[src/sge_pkg.sv]
// Shared types and constants for the stiffened-gas state evaluator.
// Beat layouts for the divider and square-root cell rows; no dependencies.
package sge_pkg;

   localparam int DATA_W     = 32;
   localparam int FRAC_W     = 16;
   localparam int ONE        = 1 << FRAC_W;
   localparam int GAM_W      = 22;
   localparam int BP_W       = 31;
   localparam int EPS_W      = 17;
   localparam int CSR_IDX_W  = 2;
   localparam int DVD_W      = 64;
   localparam int DVS_W      = 31;
   localparam int DIV_STEPS  = DVD_W;
   localparam int SIDE_W     = 80;
   localparam int ROOT_W     = DATA_W - 1;
   localparam int ROOT_STEPS = ROOT_W;
   localparam int RAD_W      = 2 * ROOT_W;
   localparam int INNER_W    = 58;

   // Register indexes
   localparam logic [CSR_IDX_W-1:0] CSR_HEAT_RATIO     = 2'd0;
   localparam logic [CSR_IDX_W-1:0] CSR_STIFF_PRESSURE = 2'd1;
   localparam logic [CSR_IDX_W-1:0] CSR_ENERGY_SHIFT   = 2'd2;
   localparam logic [CSR_IDX_W-1:0] CSR_TINY_FLOOR     = 2'd3;

   typedef struct packed {
      logic signed [DATA_W-1:0] mass;
      logic signed [DATA_W-1:0] mom_x;
      logic signed [DATA_W-1:0] mom_y;
      logic signed [DATA_W-1:0] mom_z;
      logic signed [DATA_W-1:0] total_energy;
   } req_type;

   typedef struct packed {
      logic signed [DATA_W-1:0] pressure_out;
      logic signed [DATA_W-1:0] enthalpy_out;
      logic [ROOT_W-1:0]        sound_speed;
      logic                     pressure_clamped;
      logic                     saturated;
   } rsp_type;

   // One restoring-division step: quotient bits shift into the dividend's low end
   typedef struct packed {
      logic              valid;
      logic [DVD_W-1:0]  dvd;
      logic [DVS_W-1:0]  rem;
      logic [DVS_W-1:0]  dvs;
      logic [SIDE_W-1:0] side;
   } div_beat_type;

   // One digit-by-digit square-root step
   typedef struct packed {
      logic              valid;
      logic [RAD_W-1:0]  rad;
      logic [ROOT_W+1:0] rem;
      logic [ROOT_W-1:0] root;
      logic [SIDE_W-1:0] side;
   } root_beat_type;

   // Sideband carried along the kinetic-energy divider row
   typedef struct packed {
      logic signed [DATA_W-1:0] en;
      logic signed [47:0]       rho_a;
   } pre_side_type;

   // Sideband carried along the enthalpy divider row
   typedef struct packed {
      logic signed [DATA_W-1:0] p;
      logic                     neg;
      logic                     clamped;
      logic                     sat;
   } hq_side_type;

   // Sideband carried along the square-root row
   typedef struct packed {
      logic signed [DATA_W-1:0] p;
      logic signed [DATA_W-1:0] h;
      logic                     clamped;
      logic                     sat;
      logic                     big;
   } root_side_type;

endpackage

[src/sge_div_cell.sv]
// One cell of a restoring divider row: one quotient bit per cycle while advance is high.
// Depends on sge_pkg for the beat layout.
module sge_div_cell (
   input  logic                  clock,
   input  logic                  reset,
   input  logic                  advance,
   input  sge_pkg::div_beat_type beat_in,
   output sge_pkg::div_beat_type beat_out
);

   sge_pkg::div_beat_type beat_ff;
   sge_pkg::div_beat_type beat_in_step;
   logic [sge_pkg::DVS_W:0] trial;
   logic                    take;

   // Shift in one dividend bit, subtract the divisor when it fits
   always_comb begin
      trial = {beat_in.rem, beat_in.dvd[sge_pkg::DVD_W-1]};
      take  = trial >= {1'b0, beat_in.dvs};
      beat_in_step     = beat_in;
      beat_in_step.dvd = {beat_in.dvd[sge_pkg::DVD_W-2:0], take};
      beat_in_step.rem = take ? sge_pkg::DVS_W'(trial - {1'b0, beat_in.dvs})
                              : trial[sge_pkg::DVS_W-1:0];
   end

   // Advance with the row, clear valid on reset
   always_ff @(posedge clock) begin
      if (reset) begin
         beat_ff.valid <= 1'b0;
      end else if (advance) begin
         beat_ff <= beat_in_step;
      end
   end

   assign beat_out = beat_ff;

endmodule

[config.mk]
export PLATFORM = sky130hd
export DESIGN_NAME = sge_div_cell
export DESIGN_NICKNAME = d
export VERILOG_FILES = /design/src/sge_pkg.sv /design/src/sge_div_cell.sv
export SDC_FILE = /design/constraint.sdc
export NUM_CORES = 1
export LEC_CHECK = 0
export ABC_AREA = 1
export BUFFER_PORTS_ARGS = -buffer_cell sky130_fd_sc_hd__buf_2
export CAP_MARGIN = 10
export CORE_AREA = 3 3 161 163
export DETAILED_ROUTE_END_ITERATION = 10
export DIE_AREA = 0 0 164 166
export PLACE_DENSITY = 0.67
export SLEW_MARGIN = 20
export SYNTH_ARGS = -nofsm -noshare
export SYNTH_HDL_FRONTEND = slang
export SYNTH_SLANG_ARGS = --single-unit
[constraint.sdc]
create_clock -name clock -period 9.6 [get_ports clock]
set_input_delay 0.96 -clock clock [delete_from_list [all_inputs] [get_ports clock]]
set_output_delay 0.96 -clock clock [all_outputs]
set_load 0.01 [all_outputs]
# After elaboration in Yosys (flattened, before gate mapping)
# Index checks and enable logic that the tools add are counted.
[word_totals]
reg_bits = 207
output_inout_bits = 207
[classes]
n_lt_le_gt_ge = 1
bitwise = 1
n_addsub = 1
reduce_logical = 1
mux = 1
[op_table]
columns = ["op", "n"]
rows = [
  ["$ge 32x31->1", 1],
  ["$mux 31", 1],
  ["$sub 31x31->31", 1],
  ["$reduce_and 2->1", 1],
  ["$not 1->1", 1],
]

# Logic depth before layout (Yosys ltp)
# Gate-level depths: netlist (run 1).
[logic_depth]
depth_word = 2
ltp_mapped = 15

# Worst setup path after synthesis (run 1)
# Ideal clock, no wire load.
[synth_path]
path_kind = "input port to flip-flop"
from = "in advance"
to = "reg beat_ff, in the netlist beat_out[0] (enable)"
n_path_buf = 0
t_required_ps = 8818
path_stages = 2
slack_ps = -833
setup_time_ps = 782
t_arrival_ps = 9650
path_cell_list = "inv_1 > nor2_1"
[synth_via]
elab_chain_len = 1
[synth_rtl]
columns = ["item", "line", "text"]
rows = [
  ["from (decl)", "sge_div_cell.sv:6", "input logic advance,"],
  ["$reduce_and 2->1 (no source line)", "n/a", ""],
  ["to (signal assigned)", "sge_div_cell.sv:31", "beat_ff <= beat_in_step;"],
  ["to (decl)", "sge_div_cell.sv:11", "sge_pkg::div_beat_type beat_ff;"],
]
# No other way between the ends.
# A chain may end at the register's enable or synchronous reset.

# Final worst setup path (run 1)
[layout_path]
from = "in advance"
to = "reg beat_ff, in the netlist beat_out[147] (enable)"
# Same word-level chain as after synthesis.

==> metrics, run 1 <==
status finished, final reports clean; vias per cell 4.66; cell count after synthesis 836; worst slack at placement 6.02 ns; register share of total power 0.451; Clock power frac 0.399; Area growth syn-to-layout 35.1%; Synthesis Warnings 0; DR iter-0 viols 569; Max H-tree Level 1; Fill cells 2243; critical path capture point type flop; crit-path cells buf_2 > inv_1 > nor2_4 > buf_4 > buf_4; post-synth top area cell edfxtp_1; fin crit period 2.98 ns; critical setup path kind primary input to flop; dpl hpwl 25.3 mm; Seq/Total Area, Yosys 0.665; clk_lat worst skew 0.52 ns; grt ovf 0; largest net degree at the start of global routing 71; Cell Count, Final, Fillers Out 1616; largest family of logic cells by synthesized area simple AND/OR/NAND/NOR gates; pwr dens 192 nW/um^2; Synth async-reset ratio 0; Internal 1800 uW; synthesized flop and latch total 207; top-count cell post-synth nand2_1; simple-gate portion of the synthesized area 0.193; PostCTS Resize Cnt 0; clk sinks 207; CP dominant cell by count buf_4; initial core utilization 0.382; multiplexer share of the synthesized area 0; Area contributors post-synth edfxtp_1 (66%), nand2_1 (10%), inv_1 (5.8%); Detailed Route WL 31.6 mm; Final Hold Viols 0; post-CTS setup buffer count 0; RSZ-0062 raised after global routing false; site row count 57; Post-Syn Area per Cell 11.2 um^2; Post-Synth Adder-Cell Area 0.0437; crit path launch type primary input; worst slew pin tran 0.916 ns; fin crit share 0.310; ys flop type edfxtp_1; Post-synth EDFFs 206; Slew Limit Fails 0; Worst Slack Setup Final 6.62 ns; CTS tree done; clk buf depth 3; Switching Share 0.255; Hold Crit Class flop to flop; Multi-input gate area 2490 um^2; CP Max Fanout 62; Leak Pwr 0.00612 uW; Yosys cell types 36; worst rel slew slack 0.389; Max Cap Viol 0; skew final 0 ns; crit path DAT 3.13 ns; Fmax achieved 0.336 GHz; number of global-route vias before repair 7370; die height 166 um; Mapped Nets 1078; placed cells 1571; hold_buf cts 0; layout cells sized above 1 0.388; peak supply drop 0.124 mV; Clock Pin Slew Worst Setup and Hold Paths 0.06 ns; # DRC 0; Slowest cell on crit path buf_4; peak per-stage delay on the critical path 0.75 ns; mean routed wirelength per cell 19.5 um; first-pass GRT wire length 45.1 mm; I/O Buffers 416; post-synthesis cell area 9330 um^2; Die X 164 um; TritonRoute pass-1 iters 5; Total GRT Usage 0.220; Total Nets Final 1515; GP Congestion 0.931; Top delay family on crit path buffers and inverters; Synth Area in Compound Gates 0.0157; clk root buf clkbuf_16; CTS buffer count 24; initial antenna violation count 13; top post-synthesis cells by count nand2_1 (253), edfxtp_1 (206), inv_1 (144), nand3_1 (65), nor2_1 (36); full die area 27200 um^2; CP required 9.75 ns; crit path buf inv count 4; vias 7530; top cell type's share of synthesized area 0.663; setup tns final 0 ns; Post-Synth XOR/XNOR Area 0.0131; I/O Pins 417; Routed Antenna Nets 0; max reg flops 207; Gate power share 0.150; CORE AREA 24500 um^2; sequential cell area 6210 um^2; final setup vio count 0; switching power 616 uW
==> power groups by stage <==
stage / registers, uW / logic (uW) / clock network [uW]
2_1_floorplan: 1150 / 162 / 0
3_3_place_gp: 1110 / 362 / 0
3_5_place_dp: 1110 / 366 / 0
4_1_cts: 1090 / 368 / 991
5_1_grt: 1100 / 402 / 1030
6_report: 1090 / 363 / 965
==> final timing paths <==
check        slack (ns)  cells after the start       endpoint     startpoint
max                6.62                      5  beat_out[147]        advance
min                0.47                      2  beat_out[206]  beat_out[206]
min reg2reg        0.47                      2  beat_out[206]  beat_out[206]
max reg2reg        9.02                      2  beat_out[206]  beat_out[206]
==> logic make-up after synthesis <==
logic type | count (synthesis)
AND/OR/NAND/NOR | 401
flip-flops | 207
buffers and inverters | 157
adder cells (fa/ha/maj) | 32
AO/OA/AOI/OAI | 25
XOR/XNOR | 14
==> per-layer routing <==
layer / vias up / global-route usage / share of wire
li1: 3631 / - / -
met4: 14 / 0.0655 / 0.037
met2: 327 / 0.384 / 0.49
met1: 3485 / 0.262 / 0.38
met3: 73 / 0.0654 / 0.094
met5: - / 0 / 0.0029
==> area by class of cell <==
| type | count | share of cell area |
|---|---|---|
| Inverter | 148 | 0.0440 |
| Tap cell | 324 | 0.0321 |
| Timing Repair Buffer | 420 | 0.167 |
| Antenna cell | 2 | 0.000397 |
| Sequential cell | 207 | 0.492 |
| Clock buffer | 25 | 0.0479 |
| Clock inverter | 18 | 0.0188 |
| Multi-Input combinational cell | 472 | 0.197 |
==> cell usage in the layout (no fill, tap or decap), types with 7 or more instances in the layout <==
master     count
buf_2        416
nand2_1      253
edfxtp_1     206
inv_1        144
nand3_1       65
nor2_1        35
ha_1          31
clkbuf_16     24
a21oi_1       15
xor2_1        13
nand3_2       12
nand2_2        9
nand4_1        7
==> worst min-delay path, stage by stage, from the launching register on <==
cell and delay [ns]:
dfxtp_1 0.31, nand2_1 0.06, a21oi_1 0.05
==> per-stage QoR <==
step | total power [uW] | cell area [um^2] | hold slack, ns | utilization
final | 2420 | 12600 | 0.472 | 0.516
after detailed placement | 1470 | 11800 | 0.455 | 0.481
after floorplan | 1310 | 9340 | 0.477 | -
after CTS | 2450 | 12600 | 0.467 | 0.515
after global routing | 2530 | 12600 | 0.512 | 0.515
after global placement | 1470 | 11800 | 0.445 | 0.481
No activity file was read; power rests on OpenSTA's default activity.
==> inputs of run 2 (changes only) <==
--- a/config.mk
+++ b/config.mk
@@ -5,13 +5,13 @@
 export SDC_FILE = /design/constraint.sdc
 export NUM_CORES = 1
 export LEC_CHECK = 0
-export ABC_AREA = 1
+export ABC_AREA = 0
 export BUFFER_PORTS_ARGS = -buffer_cell sky130_fd_sc_hd__buf_2
 export CAP_MARGIN = 10
 export CORE_AREA = 3 3 161 163
 export DETAILED_ROUTE_END_ITERATION = 10
 export DIE_AREA = 0 0 164 166
-export PLACE_DENSITY = 0.67
+export PLACE_DENSITY = 0.6
 export SLEW_MARGIN = 20
 export SYNTH_ARGS = -nofsm -noshare
 export SYNTH_HDL_FRONTEND = slang
==> constraint.sdc (replaced) <==
create_clock -name clock -period 2.9 [get_ports clock]
set_input_delay 0.29 -clock clock [delete_from_list [all_inputs] [get_ports clock]]
set_output_delay 0.29 -clock clock [all_outputs]
set_load 0.01 [all_outputs]
==> metrics, run 2 <==
Area growth syn-to-layout 63.8%; critical path capture point type flop; CP Max Fanout 6 (-90%); Total GRT Usage 0.212 (-0.00813); Yosys cell types 54 (+50%); CORE AREA 24500 um^2 (unchanged); peak supply drop 0.423 mV (+240%); Fin Hold WS 0.0327 ns (-0.439 ns); Detailed Route WL 30.9 mm (-2.1%); fin area 13700 um^2 (+8.7%); Seq/Total Area, Yosys 0.741 (+0.0764); Post-synth EDFFs 206 (unchanged); max reg flops 207 (unchanged); post-synthesis cell area 8370 um^2 (-10%); commonest non-fill, non-tap cell in the layout buf_2; most frequent cells in the layout buf_2 (416), edfxtp_1 (206), dlygate4sd3_1 (173); TritonRoute pass-1 iters 5 (unchanged); status finished, final reports clean; first-pass GRT wire length 43.6 mm (-3.3%); die height 166 um (unchanged); Post-Synth XOR/XNOR Area 0.0241 (+0.0109); Final Hold Viols 0 (unchanged); number of global-route vias before repair 7076 (-4.0%); Slew Limit Fails 0 (unchanged); Die X 164 um (unchanged); Top delay family on crit path compound AO/OA/AOI/OAI gates; crit path launch type primary input; Clock Pin Slew Worst Setup and Hold Paths 0.06 ns (about the same); simple-gate portion of the synthesized area 0.0584 (-0.135); grt ovf 0 (unchanged); placed cells 1302 (-17%); cell count after synthesis 553 (-34%); Final Core Density 0.561 (+0.0451); Synthesis Warnings 0 (unchanged); largest family of logic cells by synthesized area compound AO/OA/AOI/OAI gates; dpl hpwl 22.2 mm (-12%); # DRC 0 (unchanged); fin crit share 0.972; mean routed wirelength per cell 20.2 um (+3.6%); layout cells sized above 1 0.422 (+0.0336); Slowest cell on crit path dlygate4sd3_1; multiplexer share of the synthesized area 0.00299 (+0.00299); RSZ-0062 raised after global routing false; Total Nets Final 1423 (-6.1%); largest net degree at the start of global routing 82 (+15%); Area contributors post-synth edfxtp_1 (74%), ha_1 (4.6%), o21ai_0 (2.5%); I/O Buffers 416 (unchanged); Routed Antenna Nets 0 (unchanged); worst slew pin tran 0.493 ns (-0.423 ns); clk root buf clkbuf_16; top-count cell post-synth edfxtp_1; critical setup path kind primary input to flop; Max Cap Viol 0 (unchanged); clk buf depth 3 (unchanged); vias 7064 (-6.2%); Synth Area in Compound Gates 0.0948 (+0.0791); crit-path cells dlygate4sd3_1 > buf_2 > inv_1 > ha_2 > a211oi_2 > o22ai_2 > a32oi_4 > o31ai_4 > a221o_1 > a2111o_1 > o221a_2; final setup vio count 0 (unchanged); GP Congestion 0.856 (-8.1%); synthesized flop and latch total 207 (unchanged); initial antenna violation count 5 (-8); worst rel slew slack 0.671 (+0.281); top cell type's share of synthesized area 0.739 (+0.0762); post-synth top area cell edfxtp_1; Synth async-reset ratio 0 (unchanged); Cell Count, Final, Fillers Out 1526 (-5.6%); I/O Pins 417 (unchanged); crit path buf inv count 3 (-1); Mapped Nets 795 (-26%); Max H-tree Level 1 (unchanged); peak per-stage delay on the critical path 0.55 ns (-0.20 ns); DR iter-0 viols 556 (-2.3%); Hold Crit Class primary input to flop; crit path DAT 3.08 ns (-0.05 ns); Leak Pwr 0.00587 uW (-4.1%); clk_lat worst skew 0.51 ns (about the same); fin crit period 2.82 ns; Post-Synth Adder-Cell Area 0.0487 (+0.00502); Fmax achieved 0.355 GHz; Post-Syn Area per Cell 15.1 um^2 (+36%); ys flop type edfxtp_1; CP required 3.16 ns (-6.59 ns); pwr dens 587 nW/um^2 (+210%); vias per cell 4.63 (-0.66%); CTS tree done; skew final 0 ns (unchanged); top post-synthesis cells by count edfxtp_1 (206), nand2_1 (52), inv_1 (43), o21ai_0 (41), a21oi_1 (34); site row count 57 (unchanged); CTS buffer count 24 (unchanged); clk sinks 207 (unchanged); initial core utilization 0.342 (-0.0393); full die area 27200 um^2 (unchanged); Placed Instance Area 11000 um^2 (-6.4%)
[run 2: cell count changes after synthesis, sizes merged, moves of 5 or more]
| cell | before | now |
|---|---|---|
| inv | 148 | 44 |
| clkbuf | 0 | 6 |
| nor2b | 0 | 5 |
| a211oi | 0 | 8 |
| nand2b | 0 | 5 |
| nor2 | 43 | 17 |
| a21oi | 18 | 34 |
| xnor2 | 1 | 12 |
| o21ai | 3 | 41 |
| nand3 | 77 | 4 |
| nand2 | 264 | 52 |
| a21o | 0 | 6 |
| o31ai | 0 | 5 |
[run 2: worst register-to-register path, delay by kind of cell (launching register included)]
kind | cells | cell delay, ns
multiplexers | 1 | 0.12
flip-flops | 1 | 0.31
AND/OR/NAND/NOR | 1 | 0.05
[run 2: final timing paths]
kind / endpoint / from / slack (ns) / depth (start not counted)
worst max-delay path: beat_out[138] / beat_in[83] / 0.08 / 11
worst min-delay path: beat_out[107] / beat_in[107] / 0.03 / 1
worst max register to register: beat_out[206] / beat_out[206] / 2.31 / 2
worst min register to register: beat_out[206] / beat_out[206] / 0.51 / 2
[run 2: through the flow]
step	power, uW	TNS [ns]	worst slack, ns
finish	8050	0	0.0815
global route	8370	0	0.00423
CTS	8060	0	0.000200
detailed placement	4800	-0.122	-0.0788
global placement	4790	-0.0122	-0.0122
floorplan	4240	-187.08	-0.908
[run 2: what timing repair did]
| action | in CTS | in global routing |
|---|---|---|
| hold buffers | 172 | 1 |
| resized for setup | 0 | 23 |
| buffers inserted | 0 | 3 |
| endpoints found under the setup margin | 0 | 29 |
| hold endpoints to repair | 172 | 1 |
[run 2: per-layer routing]
layer / wire length [um] / track usage / share of wire
met1: 11800 / 0.252 / 0.38
met2: 15400 / 0.373 / 0.50
met4: 917 / 0.0592 / 0.030
met3: 2680 / 0.0614 / 0.087
met5: 16 / 0 / 0.00052
[run 2: kinds of logic after synthesis]
| kind of cell | Yosys count |
|---|---|
| xor+xnor | 23 |
| fa+ha+maj | 32 |
| buf+inv | 59 |
| flops | 207 |
| simple gates | 106 |
| compound gates | 124 |
| mux | 2 |
[run 2: report_power, final]
part | leakage, uW | internal [uW] | switching (uW)
clock network | 0.000382 | 1830 | 1220
logic | 0.00355 | 647 | 732
registers | 0.00194 | 3560 | 55.8
total | 0.00587 | 6040 | 2010
[run 2: area by class of cell]
| cell class | instances | area, um^2 |
|---|---|---|
| antenna | 3 | 7.51 |
| multi-input combinational | 287 | 2060 |
| tap | 324 | 405 |
| inverter | 44 | 168 |
| timing repair buffer | 617 | 4080 |
| clock buffer | 28 | 637 |
| clock inverter | 16 | 155 |
| sequential | 207 | 6210 |
| fill | 2014 | 10700 |
