==> config.mk <==
export PLATFORM = sky130hd
export DESIGN_NAME = sge_root_cell
export DESIGN_NICKNAME = d
export VERILOG_FILES = /design/src/sge_pkg.sv /design/src/sge_root_cell.sv
export SDC_FILE = /design/constraint.sdc
export NUM_CORES = 1
export LEC_CHECK = 0
export BUFFER_PORTS_ARGS = -buffer_cell sky130_fd_sc_hd__buf_2
export CAP_MARGIN = 20
export CORE_AREA = 5 5 160 162
export DETAILED_ROUTE_END_ITERATION = 7
export DIE_AREA = 0 0 165 167
export GPL_ROUTABILITY_DRIVEN = 0
export PLACE_DENSITY_LB_ADDON = 0.3
export SLEW_MARGIN = 20
export SYNTH_ARGS = -nofsm -noshare
export SYNTH_HDL_FRONTEND = slang
export SYNTH_SLANG_ARGS = --single-unit
==> constraint.sdc <==
create_clock -name clock -period 13.22 [get_ports clock]
set_input_delay 0.661 -clock clock [delete_from_list [all_inputs] [get_ports clock]]
set_output_delay 0.661 -clock clock [all_outputs]
set_load 0.05 [all_outputs]
==> src/sge_pkg.sv <==
// Shared types and constants for the stiffened-gas state evaluator.
// Beat layouts for the divider and square-root cell rows; no dependencies.
package sge_pkg;

   localparam int DATA_W     = 32;
   localparam int FRAC_W     = 16;
   localparam int ONE        = 1 << FRAC_W;
   localparam int GAM_W      = 22;
   localparam int BP_W       = 31;
   localparam int EPS_W      = 17;
   localparam int CSR_IDX_W  = 2;
   localparam int DVD_W      = 64;
   localparam int DVS_W      = 31;
   localparam int DIV_STEPS  = DVD_W;
   localparam int SIDE_W     = 80;
   localparam int ROOT_W     = DATA_W - 1;
   localparam int ROOT_STEPS = ROOT_W;
   localparam int RAD_W      = 2 * ROOT_W;
   localparam int INNER_W    = 58;

   // Register indexes
   localparam logic [CSR_IDX_W-1:0] CSR_HEAT_RATIO     = 2'd0;
   localparam logic [CSR_IDX_W-1:0] CSR_STIFF_PRESSURE = 2'd1;
   localparam logic [CSR_IDX_W-1:0] CSR_ENERGY_SHIFT   = 2'd2;
   localparam logic [CSR_IDX_W-1:0] CSR_TINY_FLOOR     = 2'd3;

   typedef struct packed {
      logic signed [DATA_W-1:0] mass;
      logic signed [DATA_W-1:0] mom_x;
      logic signed [DATA_W-1:0] mom_y;
      logic signed [DATA_W-1:0] mom_z;
      logic signed [DATA_W-1:0] total_energy;
   } req_type;

   typedef struct packed {
      logic signed [DATA_W-1:0] pressure_out;
      logic signed [DATA_W-1:0] enthalpy_out;
      logic [ROOT_W-1:0]        sound_speed;
      logic                     pressure_clamped;
      logic                     saturated;
   } rsp_type;

   // One restoring-division step: quotient bits shift into the dividend's low end
   typedef struct packed {
      logic              valid;
      logic [DVD_W-1:0]  dvd;
      logic [DVS_W-1:0]  rem;
      logic [DVS_W-1:0]  dvs;
      logic [SIDE_W-1:0] side;
   } div_beat_type;

   // One digit-by-digit square-root step
   typedef struct packed {
      logic              valid;
      logic [RAD_W-1:0]  rad;
      logic [ROOT_W+1:0] rem;
      logic [ROOT_W-1:0] root;
      logic [SIDE_W-1:0] side;
   } root_beat_type;

   // Sideband carried along the kinetic-energy divider row
   typedef struct packed {
      logic signed [DATA_W-1:0] en;
      logic signed [47:0]       rho_a;
   } pre_side_type;

   // Sideband carried along the enthalpy divider row
   typedef struct packed {
      logic signed [DATA_W-1:0] p;
      logic                     neg;
      logic                     clamped;
      logic                     sat;
   } hq_side_type;

   // Sideband carried along the square-root row
   typedef struct packed {
      logic signed [DATA_W-1:0] p;
      logic signed [DATA_W-1:0] h;
      logic                     clamped;
      logic                     sat;
      logic                     big;
   } root_side_type;

endpackage

==> src/sge_root_cell.sv <==
// One cell of the integer square-root row: one root bit per cycle while advance is high.
// Depends on sge_pkg for the beat layout.
module sge_root_cell (
   input  logic                   clock,
   input  logic                   reset,
   input  logic                   advance,
   input  sge_pkg::root_beat_type beat_in,
   output sge_pkg::root_beat_type beat_out
);

   sge_pkg::root_beat_type beat_ff;
   sge_pkg::root_beat_type beat_in_step;
   logic [sge_pkg::ROOT_W+3:0] trial_rem;
   logic [sge_pkg::ROOT_W+3:0] trial;
   logic                       take;

   // Bring down two radicand bits, try root*4+1
   always_comb begin
      trial_rem = {beat_in.rem, beat_in.rad[sge_pkg::RAD_W-1 -: 2]};
      trial     = {2'b00, beat_in.root, 2'b01};
      take      = trial_rem >= trial;
      beat_in_step      = beat_in;
      beat_in_step.rad  = {beat_in.rad[sge_pkg::RAD_W-3:0], 2'b00};
      beat_in_step.root = {beat_in.root[sge_pkg::ROOT_W-2:0], take};
      beat_in_step.rem  = take ? (sge_pkg::ROOT_W+2)'(trial_rem - trial)
                               : trial_rem[sge_pkg::ROOT_W+1:0];
   end

   // Advance with the row, clear valid on reset
   always_ff @(posedge clock) begin
      if (reset) begin
         beat_ff.valid <= 1'b0;
      end else if (advance) begin
         beat_ff <= beat_in_step;
      end
   end

   assign beat_out = beat_ff;

endmodule

# After elaboration in Yosys (flattened, before gate mapping)
# Index checks and enable logic that the tools add are counted.
# op_classes
reduce_logical,1
n_bitwise,1
n_mux,1
order_cmp,1
n_addsub,1
# op_table
cell,count
>= comparator 35 x 33 -> 1 bit,1
two-way mux 33 bit,1
subtractor 33 bit,1
AND reduction 2 bit,1
NOT 1 bit,1
# totals
wordCells,10
ff_bits,205
inputBits,210
out_inout_bits,207

# Longest topological paths before layout
# Gate-level depths: netlist of the first run.
# depth
ltp_word,2
mapped_depth,13

# Least setup slack after synthesis of the first run
# OpenSTA, ideal clock, no wires.
# synth_path
path_kind,input-to-reg
startpoint,in reset
endpoint,reg beat_ff (netlist bit beat_out[0]) (enable)
n_path_buf,0
setup_ns,0.799
t_required_ns,12.421
cell_stages,1
t_arrival_ns,9.690
path_slack_ns,2.731
path_cell_list,nor2b_1
# synth_between
elab_chain_cells,2
# synth_rtl
item,line_no,source
"start, declared",sge_root_cell.sv:5,"input logic reset,"
NOT 1 bit (no source line),-,
AND reduction 2 bit (no source line),-,
"end signal, assigned",sge_root_cell.sv:34,beat_ff <= beat_in_step;
"end, declared",sge_root_cell.sv:11,sge_pkg::root_beat_type beat_ff;
# Every way passes these cells.
# A chain may end at the register's enable or synchronous reset.

==> results of run 1 <==
-- worst paths after layout --
check	startpoint	endpoint	slack [ns]	cells after the start
worst max-delay path	beat_in[104]	beat_out[131]	9.89	10
worst min-delay path	beat_in[149]	beat_out[151]	0.32	1
worst max register to register	beat_out[206]	beat_out[206]	12.63	2
worst min register to register	beat_out[206]	beat_out[206]	0.51	2
-- synthesized netlist by cell type (7+ instances only) --
library cell / instances / area (um^2)
nor3_1: 10 / 50.1
nand3_1: 15 / 75.1
a21o_1: 7 / 52.6
o21ai_0: 18 / 90.1
ha_1: 33 / 413
nand2_1: 26 / 97.6
xnor2_1: 13 / 114
edfxtp_1: 204 / 6130
nor2_1: 46 / 173
a21oi_2: 17 / 149
a21oi_1: 40 / 200
inv_1: 43 / 161
xor2_1: 15 / 131
-- cell type report --
| type | count | area [um^2] |
|---|---|---|
| Inverter | 44 | 165 |
| Antenna cell | 4 | 10.0 |
| Fill cell | 2199 | 12100 |
| Timing Repair Buffer | 417 | 2090 |
| Sequential cell | 205 | 6150 |
| Clock buffer | 27 | 591 |
| Tap cell | 324 | 405 |
| Multi-Input combinational cell | 331 | 2310 |
| Clock inverter | 14 | 111 |
-- critical path, stage by stage --
cell,delay (ns)
buf_2,0.09
inv_1,0.04
ha_1,0.42
inv_2,0.09
nor3_1,0.42
and3_1,0.25
nand2_1,0.08
o31a_1,0.40
a21bo_4,0.72
mux2_2,0.41
-- metal layers --
metal / GRT usage (%) / vias to the layer above / wire length, um / part of all wire (%)
met1: 21.5 / 3019 / 10300 / 37
met4: 5.39 / 10 / 724 / 2.6
li1: - / 3106 / - / -
met3: 6.25 / 52 / 2670 / 9.7
met5: 0 / - / 69 / 0.25
met2: 33.0 / 261 / 13800 / 50
-- power by group through the flow --
stage	clock, mW	sequential [mW]	combinational (mW)
2_1_floorplan	0	0.975	0.119
3_3_place_gp	0	0.798	0.397
3_5_place_dp	0	0.798	0.400
5_1_grt	0.653	0.789	0.422
4_1_cts	0.620	0.785	0.402
6_report	0.603	0.785	0.398
-- cells in the final DEF, fill, tap and decap left out, drive strengths merged, types with 10 or more instances in the layout --
master and n:
clkbuf 27, nand2 28, xor2 15, edfxtp 204, buf 417, inv 46, nand3 15, nor3 10
o21ai 22, ha 33, a21oi 57, nor2 46, xnor2 13
-- through the flow --
| step | area (um^2) | std cells | power (mW) | utilization, % | worst slack (ns) |
|---|---|---|---|---|---|
| 4_1_cts | 11800 | 1362 | 1.81 | 49.3 | 9.90 |
| 6_report | 11800 | 1366 | 1.79 | 49.4 | 9.89 |
| 3_5_place_dp | 11100 | 1321 | 1.20 | 46.4 | 9.34 |
| 3_3_place_gp | 11100 | 1321 | 1.19 | 46.4 | 9.39 |
| 5_1_grt | 11800 | 1365 | 1.86 | 49.4 | 9.68 |
| 2_1_floorplan | 8730 | 595 | 1.09 | - | 2.73 |
-- cells by family after synthesis --
group	after synthesis	share of synthesized area [%]
AO/OA/AOI/OAI	130	10.4
XOR/XNOR	28	2.81
adder cells (fa/ha/maj)	33	4.73
buffers and inverters	59	3.21
flip-flops	205	70.4
multiplexers	7	0.932
other	1	0.0430
AND/OR/NAND/NOR	131	7.40
==> impl_results.md, run 1 <==
* RSZ-0062 raised after global routing: false
* Final worst-path cycle share at between 20% and 30%
* DR vias/cell at around 4.7
* ANT nets after route at 0
* Largest net degree at the start of global routing at 79
* Pint at 1.22 mW
* Peak supply drop at around 100 uV
* Synthesized area at 0.00873 mm^2
* Synth warnings at 0
* Clock Latency Late Sink at 0.52 ns
* Wire length per cell at 20.2 um
* Post-synthesis sequential area ratio at between 70% and 80%
* Num Clock Sinks at between 200 and 250
* Final setup fails at 0
* Tot GR Track Use at about a fifth
* Cell variety after synth at 63
* Clock Power Share at 33.8%
* Share of flip-flops with an asynchronous set or reset at 0%
* Min Tclk post-route at 3.33 ns
* Max Freq at 300 MHz
* Setup TNS at 0 ns
* Slew Viols, Final at 0
* Post-CTS Setup Inserts at 0
* Die X at about 170 um
* Num CTS Buffers at 23
* Switch Pwr at ~0.57 mW
* Req. time, crit path at roughly 13 ns
* Max-Cap Viols at 0
* WL final at around 28,000 um
* # resized after CTS at 0
* Layout overhead on the synthesized area at 35.6%
* Hold Path Class: input port to flop
* Vias at 6,448
* Root Buffer: clkbuf_16
* I/O pins at around 420
* Seq cells post-synth at between 200 and 250
* CP startpoint kind: input port
* Port Buf Inserts at around 410
* Max reg flops at 205
* CP Capture Type: flop
* Seq pwr share at between 40% and 50%
* Row cnt at 57
* Initial Util at between 30% and 40%
* Setup Skew at 0 ns
* Cts hold-fix bufs at 0
* # nets final at 1,265
* Worst-path maximum fanout at 56
* Drt drc at 0
* Reg clk slew, reported paths at roughly 0.06 ns
* Slew HR at about 31%
* Core ar. at approximately 0.024 mm^2
* HPWL after DPL at about 22,000 um
* 1st-iter DRT viols at ~430
* Comb pwr share at approximately 22%
* Detailed-router iteration count before antenna repair at 6
* P per Cell Area at approximately 150 mW/mm^2
* Synthesized area per cell at between 10 and 15 um^2
* Clock buffer depth at 3
* CP Class: input port to flop
* Status: finished, final reports clean
* Slew @ Worst Pin at 1.03 ns
* Hold Vio Cnt, Final at 0
* Sw frac at between 30% and 40%
* Synthesized instance count at just under 600
* Static Leak at approximately 5 nW
* TritonCTS clock tree: done
* Crit path DAT at 3.59 ns
* Chip Height at roughly 170 um
* Remaining global-route overflow at 0
* H-tree level count at 1
* First-pass GRT wire length at a little under 40,000 um
* Ys flop type: edfxtp_1
* Post-synth EDFFs at 204
* Vias in the first global route at 6,444
* DIE AREA at roughly 0.028 mm^2
* Initial antenna violation count at 9
* Layout cells sized above 1 at between 40% and 50%
* Worst hold slack at 0.315 ns
(Power assumes the default switching activity.)
==> run 2, diff against run 1 <==
==> constraint.sdc (replaced) <==
create_clock -name clock -period 3.2 [get_ports clock]
set_input_delay 0.16 -clock clock [delete_from_list [all_inputs] [get_ports clock]]
set_output_delay 0.16 -clock clock [all_outputs]
set_load 0.05 [all_outputs]
==> impl_results.md, run 2 (same netlist as run 1, synthesis figures left out) <==
* Initial antenna violation count at 4 (was 9)
* WL final at 32,600 um (was 27,600 um)
* CP startpoint kind: input port (unchanged)
* Max reg flops at 205 (unchanged)
* Post-CTS Setup Inserts at 0 (unchanged)
* First-pass GRT wire length at 47,400 um (was 39,300 um)
* DR vias/cell at 4.81 (was 4.72)
* Min Tclk post-route at 3.02 ns
* Hold Path Class: input port to flop (unchanged)
* Remaining global-route overflow at 0 (unchanged)
* Die X at 165 um (unchanged)
* Status: finished, final reports clean (unchanged)
* Slew HR at 57.1% (was 31.2%)
* Drt drc at 0 (unchanged)
* Worst hold endpoint: beat_out[125] (was beat_out[151])
* Crit path DAT at 3.28 ns (was 3.59 ns)
* Commonest non-fill, non-tap cells in the layout: buf_2, edfxtp_1, dlygate4sd3_1 (was buf_2, edfxtp_1, nor2_1)
* Vias in the first global route at 7,873 (was 6,444)
* TritonCTS clock tree: done (unchanged)
* Req. time, crit path at 3.46 ns (was 13.48 ns)
* DIE AREA at 0.0276 mm^2 (unchanged)
* Most common cell after layout, fill and taps aside: buf_2 (unchanged)
* Vias at 7,549 (was 6,448)
* Chip Height at 167 um (unchanged)
* Port Buf Inserts at 414 (unchanged)
* M1 GR Usage at 24.6% (was 21.5%)
* Met3 Usage GRT at 7.04% (was 6.25%)
* Hold Startpoint: beat_in[123] (was beat_in[149])
* ANT nets after route at 0 (unchanged)
* Slew @ Worst Pin at 0.644 ns (was 1.03 ns)
* Setup TNS at 0 ns (unchanged)
* Peak supply drop at 389 uV (was 98.3 uV)
* Reg clk slew, reported paths at 0.06 ns (about the same)
* Final Non-Filler Cells at 1,568 (was 1,366)
* Hold Vio Cnt, Final at 0 (unchanged)
* Fin area at 0.0140 mm^2 (was 0.0118 mm^2)
* Initial Util at 36.4% (unchanged)
* CP Class: input port to flop (unchanged)
* Pre-CTS WS at 0.234 ns (was 9.34 ns)
* Clock Latency Late Sink at 0.49 ns (was 0.52 ns)
* Clock buffer depth at 3 (unchanged)
* I/O pins at 417 (unchanged)
* Root Buffer: clkbuf_16 (unchanged)
* GRT busiest layer: met2 (unchanged)
* Max Freq at roughly 330 MHz
* CP Capture Type: flop (unchanged)
* Tot GR Track Use at 22.4% (was 18.7%)
* Fillers at 1,936 (was 2,199)
* Static Leak at 5.97 nW (was 5.06 nW)
* Power, Total at 7.87 mW (was 1.79 mW)
* Core ar. at 0.0240 mm^2 (unchanged)
* Wire length per cell at 20.8 um (was 20.2 um)
* Num Clock Sinks at 205 (unchanged)
* Max-Cap Viols at 0 (unchanged)
* RSZ-0062 raised after global routing: false (unchanged)
* Final worst-path cycle share at 94.4%
* H-tree level count at 1 (unchanged)
* Setup Skew at 0 ns (unchanged)
* Cell count after placement at 1,329 (was 1,321)
* Slew Viols, Final at 0 (unchanged)
* Worst-path maximum fanout at 11 (was 56)
* Layout cells sized above 1 at 39.9% (was 46.6%)
* Area post-placement at 0.0112 mm^2 (was 0.0111 mm^2)
* Num CTS Buffers at 23 (unchanged)
* Hold path depth at 3 (was 1)
* Largest net degree at the start of global routing at 112 (was 79)
* 1st-iter DRT viols at 499 (was 434)
* HPWL after DPL at 22,400 um (was 22,100 um)
* Met2 Use GR at 38.5% (was 33.0%)
* Row cnt at 57 (unchanged)
* Final setup margin at 0.179 ns (was 9.89 ns)
* Layout overhead on the synthesized area at 59.9% (was 35.6%)
* Reg-to-reg setup timing slack at 2.07 ns (was 12.63 ns)
* Detailed-router iteration count before antenna repair at 5 (was 6)
* Cells on worst reg2reg path at 3 (was 2)
* Worst reg2reg path endpoint: beat_out[206] (unchanged)
* P per Cell Area at 564 mW/mm^2 (was 151 mW/mm^2)
* # nets final at 1,469 (was 1,265)
* RR Startpoint: beat_out[206] (unchanged)
* Final setup fails at 0 (unchanged)
==> run 2: cell types whose count changed in the layout (fill, tap and decap cells not counted), sizes merged <==
cell / previous run / this run
clkinvlp: 4 / 2
a21bo: 1 / 2
dlygate4sd3: 0 / 195
buf: 417 / 425
diode: 4 / 2
clkbuf: 27 / 26
bufinv: 1 / 4
==> run 2: how the worst max path moves through the flow <==
stage	start	end	depth (start not counted)
3_3_place_gp	beat_in[86]	beat_out[139]	11
2_1_floorplan	advance	beat_out[0]	1
4_1_cts	beat_in[92]	beat_out[131]	11
6_report	beat_in[92]	beat_out[131]	11
3_5_place_dp	beat_in[100]	beat_out[131]	10
5_1_grt	beat_in[92]	beat_out[120]	13
==> run 2: report_power, final <==
part	internal [mW]	leakage (nW)	switching, mW
registers	3.20	1.93	0.0556
clock network	1.65	0.371	1.09
logic	0.606	3.67	1.28
==> run 2: layout make-up <==
cell class	count	area (um^2)	share of cell area (%)
well taps	324	405	2.91
flip-flops and latches	205	6150	44.0
clock buffers	26	587	4.21
diodes	2	5.00	0.0359
clock inverters	15	186	1.34
inverters	44	165	1.18
multi-input cells	332	2330	16.7
repair buffers	620	4130	29.6
==> run 2: per-stage QoR <==
stage	util, %	hold slack, ns
final	58.2	0.0195
after floorplan	-	0.232
after global routing	58.2	0.0160
after global placement	46.8	0.337
after CTS	58.1	0.00198
after detailed placement	46.8	0.338
==> run 2: critical path, stage by stage <==
cell           delay [ns]
dlygate4sd3_1        0.59
buf_2                0.14
inv_1                0.04
ha_1                 0.40
nand4_1              0.16
nor3_1               0.30
nand3_1              0.18
o2111a_1             0.31
o21ai_1              0.28
a21bo_4              0.33
mux2_2               0.37
==> run 2: routing by layer <==
layer  vias to the layer above  share of wire [%]
met4                         4                6.2
met3                       106                8.9
met5                         -              0.083
met2                       354                 49
met1                      3577                 36
li1                       3508                  -
==> run 2: what timing repair did <==
item                                    4_1_cts  5_1_grt
endpoints found under the hold margin       194        0
gates resized for setup                       0        1
endpoints found under the setup margin        0        4
hold buffers                                195        0
==> run 3, diff against run 2 <==
--- a/config.mk
+++ b/config.mk
@@ -7,9 +7,10 @@
 export LEC_CHECK = 0
 export BUFFER_PORTS_ARGS = -buffer_cell sky130_fd_sc_hd__buf_2
 export CAP_MARGIN = 20
-export CORE_AREA = 5 5 160 162
+export CORE_AREA = 5 5 158 160
+export CTS_BUF_LIST = sky130_fd_sc_hd__clkbuf_2 sky130_fd_sc_hd__clkbuf_4 sky130_fd_sc_hd__clkbuf_8
 export DETAILED_ROUTE_END_ITERATION = 7
-export DIE_AREA = 0 0 165 167
+export DIE_AREA = 0 0 163 165
 export GPL_ROUTABILITY_DRIVEN = 0
 export PLACE_DENSITY_LB_ADDON = 0.3
 export SLEW_MARGIN = 20
==> impl_results.md, run 3 (same netlist as run 1, synthesis figures left out) <==
* Fin area at 0.0140 mm^2 (about the same)
* Slew HR at 43.1% (was 57.1%)
* Detailed-router iteration count before antenna repair at 5 (unchanged)
* H-tree level count at 2 (was 1)
* Clock buffer depth at 3 (unchanged)
* Max reg flops at 205 (unchanged)
* Port Buf Inserts at 414 (unchanged)
* RR Startpoint: beat_out[206] (unchanged)
* Largest net degree at the start of global routing at 41 (was 112)
* Static Leak at 6.04 nW (was 5.97 nW)
* Row cnt at 56 (was 57)
* Pre-CTS WS at 0.189 ns (was 0.234 ns)
* CP startpoint kind: input port (unchanged)
* Peak supply drop at 455 uV (was 389 uV)
* Final cell utilization of the core at 60.3% (was 58.2%)
* Slew Viols, Final at 0 (unchanged)
* ANT nets after route at 0 (unchanged)
* Area post-placement at 0.0113 mm^2 (was 0.0112 mm^2)
* DR vias/cell at 4.70 (was 4.81)
* DIE AREA at 0.0269 mm^2 (was 0.0276 mm^2)
* Crit path from: beat_in[100] (was beat_in[92])
* Power, Total at 7.61 mW (was 7.87 mW)
* HPWL after DPL at 22,000 um (was 22,400 um)
* P per Cell Area at 542 mW/mm^2 (was 564 mW/mm^2)
* Final setup fails at 0 (unchanged)
* I/O pins at 417 (unchanged)
* Root Buffer: clkbuf_8 (was clkbuf_16)
* Tot GR Track Use at 22.3% (was 22.4%)
* Vias at 7,513 (was 7,549)
* Max-Cap Viols at 0 (unchanged)
* Remaining global-route overflow at 0 (unchanged)
* Core ar. at 0.0233 mm^2 (was 0.0240 mm^2)
* # nets final at 1,494 (was 1,469)
* RSZ-0062 raised after global routing: false (unchanged)
* Layout cells sized above 1 at 40.7% (was 39.9%)
* Hold Startpoint: beat_in[135] (was beat_in[123])
* Hold Vio Cnt, Final at 0 (unchanged)
* Final Non-Filler Cells at 1,597 (was 1,568)
* Reg clk slew, reported paths at 0.05 ns (was 0.06 ns)
* CP Capture Type: flop (unchanged)
* Clock Latency Late Sink at 0.51 ns (was 0.49 ns)
* Num CTS Buffers at 37 (was 23)
* Req. time, crit path at 3.46 ns (about the same)
* Wire length per cell at 19.8 um (was 20.8 um)
* First-pass GRT wire length at 45,900 um (was 47,400 um)
* Status: finished, final reports clean (unchanged)
* Initial antenna violation count at 2 (was 4)
* Cell count after placement at 1,328 (was 1,329)
* Min Tclk post-route at 2.96 ns (was 3.02 ns)
* Worst-path maximum fanout at 16 (was 11)
* Setup Skew at 0 ns (unchanged)
* Final worst-path cycle share at 92.6% (was 94.4%)
* Die X at 163 um (was 165 um)
* Chip Height at 165 um (was 167 um)
* Drt drc at 0 (unchanged)
* WL final at 31,600 um (was 32,600 um)
* Most common cell after layout, fill and taps aside: buf_2 (unchanged)
* Slew @ Worst Pin at 0.851 ns (was 0.644 ns)
* Hold Path Class: input port to flop (unchanged)
* Max Freq at 337 MHz (was 331 MHz)
* TritonCTS clock tree: done (unchanged)
* Crit path DAT at 3.23 ns (was 3.28 ns)
* CP Class: input port to flop (unchanged)
* Layout overhead on the synthesized area at 60.8% (was 59.9%)
* Initial Util at 37.5% (was 36.4%)
* Num Clock Sinks at 205 (unchanged)
* 1st-iter DRT viols at 526 (was 499)
* Commonest non-fill, non-tap cells in the layout: buf_2, edfxtp_1, dlygate4sd3_1 (unchanged)
* Vias in the first global route at 7,921 (was 7,873)
* Final setup margin at 0.235 ns (was 0.179 ns)
-- run 3: cell count changes in the layout (fill, tap and decap cells not counted), sizes merged, moves of 2 or more --
| cell | previous run | this run |
|---|---|---|
| clkbuf | 26 | 48 |
| dlygate4sd3 | 195 | 203 |
| buf | 425 | 429 |
| clkinv | 7 | 11 |
| bufinv | 4 | 2 |
| clkinvlp | 2 | 0 |
-- run 3: timing repair --
item / in CTS / in global routing
setup endpoints to repair: 0 / 11
gates resized for setup: 0 / 2
setup buffers: 0 / 0
hold endpoints to repair: 202 / 0
hold buffers: 203 / 0
-- run 3: layout make-up --
class                   instances  area [um^2]
multi-input cells             331         2320
well taps                     319          399
inverters                      44          165
flip-flops and latches        205         6150
repair buffers                632         4270
diodes                          3         7.51
clock buffers                  48          598
fillers                      1831         9230
clock inverters                15          128
-- run 3: routing by layer --
layer  share of wire, %  wire [um]  track usage, %  vias up
li1                   -          -               -     3562
met1                 37      11500            24.5     3524
met2                 51      16100            39.6      345
met3                7.8       2450            6.46       82
met4                4.8       1530            10.8        0
met5                  0          0               0        -
-- run 3: per-stage QoR --
step	TNS (ns)	hold WS [ns]
global route	0	0.0436
floorplan	-91.47	0.232
global placement	0	0.337
CTS	0	0.0263
finish	0	0.0743
detailed placement	0	0.338
-- run 3: final timing paths --
path / slack (ns) / to / cells past startpoint
max: 0.24 / beat_out[134] / 11
min: 0.07 / beat_out[137] / 3
max reg2reg: 2.05 / beat_out[206] / 3
min reg2reg: 1.06 / beat_out[206] / 3
-- run 3: worst max-delay path: stages --
cell and delay (ns):
dlygate4sd3_1 0.53, buf_2 0.11, inv_1 0.04, ha_1 0.39, nand2_2 0.14, nor4_4 0.38, and3_1 0.24, nand2_1 0.08
o31a_1 0.38, a21bo_4 0.38, mux2_2 0.38
-- run 3: power breakdown --
group	internal [mW]	switching, mW
registers	3.20	0.0522
logic	0.618	1.27
clock network	1.39	1.08
total	5.20	2.40
